File: src/hdl/qteq_pkg.sv
// package for the quantized timer expiry queue
// word types, timer entry and chain command types, field codes and default sizes
// no dependencies
package qteq_pkg;

    localparam int TIME_W           = 48;
    localparam int ID_W             = 16;
    localparam int DEF_TIMER_SLOTS  = 32;
    localparam int DEF_TIME_QUANTUM = 10;
    localparam int MAX_FIRES        = 32;

    localparam logic       FUNC_ADD  = 1'b0;
    localparam logic       FUNC_TICK = 1'b1;

    localparam logic [1:0] KIND_ACCEPTED = 2'd0;
    localparam logic [1:0] KIND_REJECTED = 2'd1;
    localparam logic [1:0] KIND_FIRED    = 2'd2;

    typedef struct packed {
        logic              func;
        logic [TIME_W-1:0] expiry_ms;
        logic [ID_W-1:0]   timer_id;
        logic [ID_W-1:0]   handler_tag;
        logic [TIME_W-1:0] now_ms;
    } t_in_word;

    typedef struct packed {
        logic [1:0]        kind;
        logic [ID_W-1:0]   fired_id;
        logic [ID_W-1:0]   fired_handler;
        logic [TIME_W-1:0] fire_time_ms;
        logic [TIME_W-1:0] stored_expiry_ms;
        logic              last;
    } t_out_word;

    typedef struct packed {
        logic [TIME_W-1:0] expiry;
        logic [ID_W-1:0]   ident;
        logic [ID_W-1:0]   handler;
    } t_entry;

    typedef struct packed {
        logic ins;
        logic pop;
    } t_chain_cmd;

endpackage

File: src/hdl/qteq_quant.sv
// rounds a time value down to a multiple of the quantum in four pipelined steps
// depends on qteq_pkg
module qteq_quant #(
    parameter int TIME_QUANTUM = qteq_pkg::DEF_TIME_QUANTUM
) (
    input  logic                        i_clk,
    input  logic                        i_rst_n,
    input  logic                        i_start,
    input  logic [qteq_pkg::TIME_W-1:0] i_value,
    output logic                        o_done,
    output logic [qteq_pkg::TIME_W-1:0] o_result
);

    localparam int              CW = qteq_pkg::TIME_W / 3;
    localparam int              LW = $clog2(TIME_QUANTUM);
    localparam int              SW = CW + $clog2(2 * TIME_QUANTUM);
    localparam int              MW = SW + 1;
    localparam int              PW = SW + MW;
    localparam int              SH = SW + LW;
    localparam longint unsigned QL = 64'(TIME_QUANTUM);
    localparam logic [SW-1:0]   K1 = SW'((64'd1 << CW) % QL);
    localparam logic [SW-1:0]   K2 = SW'((64'd1 << (2 * CW)) % QL);
    localparam logic [SW-1:0]   KQ = SW'(QL);
    localparam logic [MW-1:0]   KM = MW'(((64'd1 << SH) + QL - 64'd1) / QL);

    logic [qteq_pkg::TIME_W-1:0] r_val, r_result;
    logic [SW-1:0]               r_sum, r_quo, r_rem, fold;
    logic [PW-1:0]               prod;
    logic [4:0]                  r_step;

    // three 16-bit chunks weighted by their powers of two modulo the quantum
    assign fold = SW'(r_val[3*CW-1:2*CW]) * K2 + SW'(r_val[2*CW-1:CW]) * K1
                + SW'(r_val[CW-1:0]);

    // scaled reciprocal gives the exact quotient of the folded sum
    assign prod = PW'(r_sum) * PW'(KM);

    always_ff @(posedge i_clk) begin
        if (!i_rst_n) begin
            r_step <= '0;
        end else begin
            r_step <= {r_step[3:0], i_start};
        end
    end

    always_ff @(posedge i_clk) begin
        if (i_start) begin
            r_val <= i_value;
        end
        if (r_step[0]) begin
            r_sum <= fold;
        end
        if (r_step[1]) begin
            r_quo <= SW'(prod >> SH);
        end
        if (r_step[2]) begin
            r_rem <= r_sum - r_quo * KQ;
        end
        if (r_step[3]) begin
            r_result <= r_val - qteq_pkg::TIME_W'(r_rem);
        end
    end

    assign o_done   = r_step[4];
    assign o_result = r_result;

endmodule

File: config.mk
export PLATFORM = sky130hd
export DESIGN_NAME = qteq_quant
export DESIGN_NICKNAME = d
export VERILOG_FILES = /design/src/hdl/qteq_pkg.sv /design/src/hdl/qteq_quant.sv
export SDC_FILE = /design/constraint.sdc
export NUM_CORES = 1
export LEC_CHECK = 0
export BUFFER_PORTS_ARGS = -buffer_cell sky130_fd_sc_hd__buf_2
export CORE_ASPECT_RATIO = 2
export CORE_UTILIZATION = 49
export CTS_CLUSTER_DIAMETER = 100
export CTS_CLUSTER_SIZE = 30
export DETAILED_ROUTE_END_ITERATION = 8
export PLACE_DENSITY = 0.66
export RECOVER_POWER = 100
export SLEW_MARGIN = 30
export SYNTH_ARGS = -nofsm -noshare
export SYNTH_HDL_FRONTEND = slang
export SYNTH_SLANG_ARGS = --single-unit
export TNS_END_PERCENT = 100
File: constraint.sdc
create_clock -name i_clk -period 7.27 [get_ports i_clk]
set_clock_uncertainty 0.1 [all_clocks]
set_input_delay 0.727 -clock i_clk [delete_from_list [all_inputs] [get_ports i_clk]]
set_output_delay 0.727 -clock i_clk [all_outputs]
set_load 0.005 [all_outputs]
==> flow_summary.json, run 1 <==
{
  "htreeDepth": 4,
  "setup_slack_ps": 315,
  "final_max_slew_viol_count": 100,
  "cts_resized": 0,
  "avgSynthCellArea_um2": 10.6,
  "cp.required_ps": 7370,
  "vias_per_cell": 5.44,
  "grt_usage_pct": 28.7,
  "dr.first_iter.drc_count": 439,
  "worstHoldPathType": "in -> reg",
  "initial_core_util_pct": 49.8,
  "nNetsFinal": 2417,
  "coreArea_mm2": 0.0364,
  "critPathMaxFanout": 8,
  "drc_errors": 0,
  "synth_edf_count": 156,
  "tightest_slew_ps": 3070,
  "period_share_pct": 95.7,
  "rsz0062_at_grt": "no",
  "fin_cells": 2314,
  "synth_cell_types": 56,
  "drv_cap": 2,
  "worstSetupEndpointType": "flip-flop",
  "cts_root_buf": "clkbuf_16",
  "synth_nets": 2285,
  "multiInputGateArea_mm2": 0.0119,
  "crit_type": "reg -> reg",
  "finalHoldViolCount": 0,
  "die_h_um": 274,
  "period_needed_ps": 6950,
  "wirelength_um": 50500,
  "ios": 100,
  "max-clock-path-buffers": 2,
  "cts_num_sinks": 161,
  "layout-drive-gt1-share_pct": 5.92,
  "worst_setup_path_start_kind": "flip-flop",
  "post_cts_buffers": 0,
  "num_vias": 12599,
  "gp_congestion": 1.00,
  "cts_tree": "done",
  "status": "complete, but fails checks",
  "dpl.hpwl_um": 43100,
  "relSlewSlack_pct": -105,
  "synthCells": 1714,
  "setup_tns_ps": 0,
  "ys_ff_latch": 161,
  "cp_data_arrival_time_ps": 7060,
  "seq_area_frac_synth_pct": 26.4,
  "insertion_delay_ps": 460,
  "violations": "capacitance limit, slew limit",
  "clkTransAtPathRegs_ps": 70,
  "layout_commonest_cell": "inv_1",
  "dr.pass1.iters": 5,
  "layout_common_cells": "387 x inv_1, 354 x ha_1, 166 x fa_1",
  "nFillCells": 3332,
  "fmax_mhz": 144,
  "cts-hold-fix-buffers": 0,
  "seqCellArea_mm2": 0.00479,
  "cts_buffers": 17,
  "die-area_mm2": 0.0378,
  "synthArstFlopShare_pct": 0,
  "yosys_warnings": 0,
  "synthesis.area_mm2": 0.0181,
  "area_delta_synth_final_pct": 9.35,
  "die_w_um": 138,
  "grt_max_degree": 50,
  "grt_overflow_total": 0,
  "dp.cells": 2281,
  "wire_per_inst_um": 21.8,
  "synth_flop_cell": "edfxtp_1",
  "grt_pass1_vias": 14038,
  "grt_pass1_wl_um": 77100,
  "portBuffers": 99,
  "setup_viol": 0,
  "antenna_found_initial": 1,
  "rows": 99,
  "final_antenna_net_count": 0,
  "post-place-ws_ps": 322
}
## area by class of cell
cell class                      count  share of cell area, %
Multi-Input combinational cell   1162                   59.9
Antenna cell                        1                 0.0126
Clock inverter                     15                  0.852
Inverter                          387                   7.33
Sequential cell                   161                   24.1
Clock buffer                       17                   2.15
Tap cell                          454                   2.87
Timing Repair Buffer              117                   2.79
## logic make-up (layout without fill, tap and decap cells)
kind of cell,after synthesis,count (layout),share of synthesized area [%]
adders and majority gates,520,520,42.8
and+or+nand+nor,240,240,6.61
DFF,161,161,26.4
AOI/OAI and AO/OA,260,260,9.23
other,0,1,0
buffers and inverters,391,536,8.13
xor gates and xnor gates,142,142,6.86
## worst paths after layout
kind,startpoint,to,slack (ps),cells after the start
max reg2reg,r_sum[2]$_DFFE_PP_,r_quo[14]$_DFFE_PP_,320,20
min,i_value[31],r_val[31]$_DFFE_PP_,340,1
max,r_sum[2]$_DFFE_PP_,r_quo[14]$_DFFE_PP_,320,20
min reg2reg,r_val[0]$_DFFE_PP_,r_sum[0]$_DFFE_PP_,390,0
## metrics by stage
step           utilization [%]  hold slack, ps  cell area, um2
2_1_floorplan                -             326           18100
3_3_place_gp              53.0             352           19300
3_5_place_dp              53.0             358           19300
4_1_cts                   54.6             324           19900
5_1_grt                   54.4             327           19800
6_report                  54.4             339           19800
## cell usage after synthesis (18+ instances only)
cell / number / area share [%]
edfxtp_1: 156 / 26
nor2b_1: 19 / 0.66
ha_1: 354 / 24
xnor2_1: 95 / 4.6
o21ai_0: 37 / 1.0
a21oi_1: 88 / 2.4
nor2_1: 63 / 1.3
xor2_1: 47 / 2.3
nand2_1: 50 / 1.0
nand3_1: 18 / 0.50
o21bai_1: 20 / 0.83
fa_1: 166 / 18
nor3_1: 23 / 0.64
inv_1: 387 / 8.0
a21o_1: 51 / 2.1
## state kept, by name, summed over array words and instances (netlist names)
name	count
r_quo	18
r_rem	21
o_result	48
r_step	5
r_val	48
r_sum	21
## metal layers
layer  global-route usage [%]  vias up  routed length (um)
met5                        0        -                   0
li1                         -     5975                   -
met1                     24.3     6166               15300
met4                     22.8        0                4450
met3                     3.99      164                1640
met2                     56.6      294               29100
## worst max-delay path: stages (launching register included)
cell and delay (ps):
edfxtp_1 540, ha_1 440, xor2_1 280, ha_1 310, fa_1 540, fa_1 530
fa_1 530, fa_1 550, inv_1 50, fa_1 490, inv_1 40, ha_1 300
and3_1 180, and4_1 190, o21ai_0 80, o211ai_1 260, a21oi_2 370, o21bai_2 120
or2_0 300, a311o_1 360, xor2_1 140
Power of run 1 is left out: the tool's default activity adds up to more than one toggle a clock period on the data nets, which glitch-free logic cannot reach.
==> inputs of run 2 (changes only) <==
--- a/config.mk
+++ b/config.mk
@@ -6,12 +6,14 @@
 export NUM_CORES = 1
 export LEC_CHECK = 0
 export BUFFER_PORTS_ARGS = -buffer_cell sky130_fd_sc_hd__buf_2
+export CELL_PAD_IN_SITES_DETAIL_PLACEMENT = 2
+export CELL_PAD_IN_SITES_GLOBAL_PLACEMENT = 2
 export CORE_ASPECT_RATIO = 2
-export CORE_UTILIZATION = 49
+export CORE_UTILIZATION = 42
 export CTS_CLUSTER_DIAMETER = 100
 export CTS_CLUSTER_SIZE = 30
 export DETAILED_ROUTE_END_ITERATION = 8
-export PLACE_DENSITY = 0.66
+export PLACE_DENSITY = 0.88
 export RECOVER_POWER = 100
 export SLEW_MARGIN = 30
 export SYNTH_ARGS = -nofsm -noshare
==> flow_summary.json, run 2 (synthesis results as in run 1) <==
{
  "wire_per_inst_um": 27.9,
  "worst_setup_path_start_kind": "flip-flop",
  "die_h_um": 296,
  "final_max_slew_viol_count": 123,
  "period_share_pct": 96.1,
  "max-clock-path-buffers": 2,
  "rsz0062_at_grt": "no",
  "drc_errors": 0,
  "layout-drive-gt1-share_pct": 6.22,
  "period_needed_ps": 6990,
  "cts_tree": "done",
  "grt_overflow_total": 0,
  "final_antenna_net_count": 0,
  "nNetsFinal": 2423,
  "layout_commonest_cell": "inv_1",
  "setup_viol": 0,
  "initial_core_util_pct": 42.6,
  "area_delta_synth_final_pct": 10.0,
  "hold_depth": 1,
  "fmax_mhz": 143,
  "rr_worst_depth": 21,
  "ios": 100,
  "cts_resized": 0,
  "cp_data_arrival_time_ps": 7120,
  "min_to": "r_val[7]$_DFFE_PP_",
  "cp.required_ps": 7410,
  "r2r_start": "r_sum[9]$_DFFE_PP_",
  "grt_pass1_wl_um": 101000,
  "worstHoldPathType": "in -> reg",
  "utilization_pct": 46.8,
  "grt_usage_pct": 32.1,
  "wirelength_um": 67200,
  "portBuffers": 99,
  "coreArea_mm2": 0.0426,
  "layout_common_cells": "387 x inv_1, 354 x ha_1, 166 x fa_1",
  "dr.first_iter.drc_count": 421,
  "r2r_end": "r_quo[14]$_DFFE_PP_",
  "tightest_slew_ps": 3200,
  "rows": 107,
  "r2r_setup_slack_ps": 280,
  "die-area_mm2": 0.0440,
  "htreeDepth": 4,
  "dpl.hpwl_um": 56500,
  "critPathMaxFanout": 5,
  "insertion_delay_ps": 490,
  "setup_tns_ps": 0,
  "grt_max_degree": 50,
  "grt_pass1_vias": 16551,
  "dr.pass1.iters": 5,
  "num_antenna_cells": 0,
  "finalHoldViolCount": 0,
  "crit_type": "reg -> reg",
  "violations": "capacitance limit, slew limit",
  "antenna_found_initial": 1,
  "cts_buffers": 17,
  "clkTransAtPathRegs_ps": 80,
  "num_vias": 13452,
  "status": "complete, but fails checks",
  "worstSetupEndpointType": "flip-flop",
  "hold_start": "i_value[7]",
  "cts_num_sinks": 161,
  "cts_root_buf": "clkbuf_16",
  "vias_per_cell": 5.58,
  "relSlewSlack_pct": -113,
  "drv_cap": 3,
  "die_w_um": 149,
  "gp_congestion": 0.947
}
-- run 2: cell count changes in the layout (fill, tap and decap cells not counted), moves of 2 or more --
cell | previous run | this run
buf_4 | 11 | 16
clkinvlp_4 | 2 | 6
buf_2 | 55 | 57
bufinv_16 | 2 | 0
inv_6 | 6 | 4
-- run 2: worst max path at each step --
stage,startpoint,end,slack (ps),cells past startpoint
final,r_sum[9]$_DFFE_PP_,r_quo[14]$_DFFE_PP_,280,21
after global routing,r_sum[2]$_DFFE_PP_,r_quo[14]$_DFFE_PP_,80,21
after CTS,r_sum[2]$_DFFE_PP_,r_quo[14]$_DFFE_PP_,80,20
after detailed placement,r_sum[2]$_DFFE_PP_,r_quo[14]$_DFFE_PP_,170,20
after global placement,r_sum[2]$_DFFE_PP_,r_quo[14]$_DFFE_PP_,300,20
after floorplan,r_sum[8]$_DFFE_PP_,r_quo[14]$_DFFE_PP_,770,22
-- run 2: metal layers --
layer  share of wire, %  routed length, um  track usage, %  vias up
met5              0.019                 13               0        -
met4                 11               7060            29.2        2
met3                2.7               1800            4.35      283
met2                 58              38800            64.5      388
li1                   -                  -               -     5981
met1                 29              19500            25.7     6798
-- run 2: worst max-delay path, cell delays in order, from the launching register on --
cell,delay [ps]
edfxtp_1,430
ha_1,390
inv_1,140
fa_1,560
inv_1,70
fa_1,530
inv_1,60
fa_1,540
inv_1,60
fa_1,500
fa_1,510
ha_1,310
ha_1,350
a21o_1,200
a21o_1,170
a21o_1,200
a221o_1,340
a21oi_2,260
o21bai_2,150
or2_0,330
a311o_1,370
xor2_1,150
-- run 2: stage by stage --
| step | instances | worst slack, ps | hold WS, ps | instance area, um2 |
|---|---|---|---|---|
| 3_5_place_dp | 2377 | 169 | 375 | 19500 |
| 2_1_floorplan | 1714 | 769 | 326 | 18100 |
| 5_1_grt | 2410 | 77.3 | 312 | 19900 |
| 6_report | 2410 | 285 | 310 | 19900 |
| 3_3_place_gp | 2377 | 298 | 363 | 19500 |
| 4_1_cts | 2409 | 82.7 | 295 | 20000 |
-- run 2: cell type report --
type / count / area [um2]
Clock inverter: 13 / 101
Clock buffer: 19 / 454
Fill cell: 4550 / 22600
Multi-Input combinational cell: 1162 / 11900
Inverter: 387 / 1450
Timing Repair Buffer: 123 / 597
Sequential cell: 161 / 4790
Tap cell: 545 / 682
-- run 2: what timing repair did --
action                     CTS  global route
setup endpoints to repair    0             3
hold buffers                 0             0
buffers inserted             0             1
Power of run 2 is left out for the same reason.
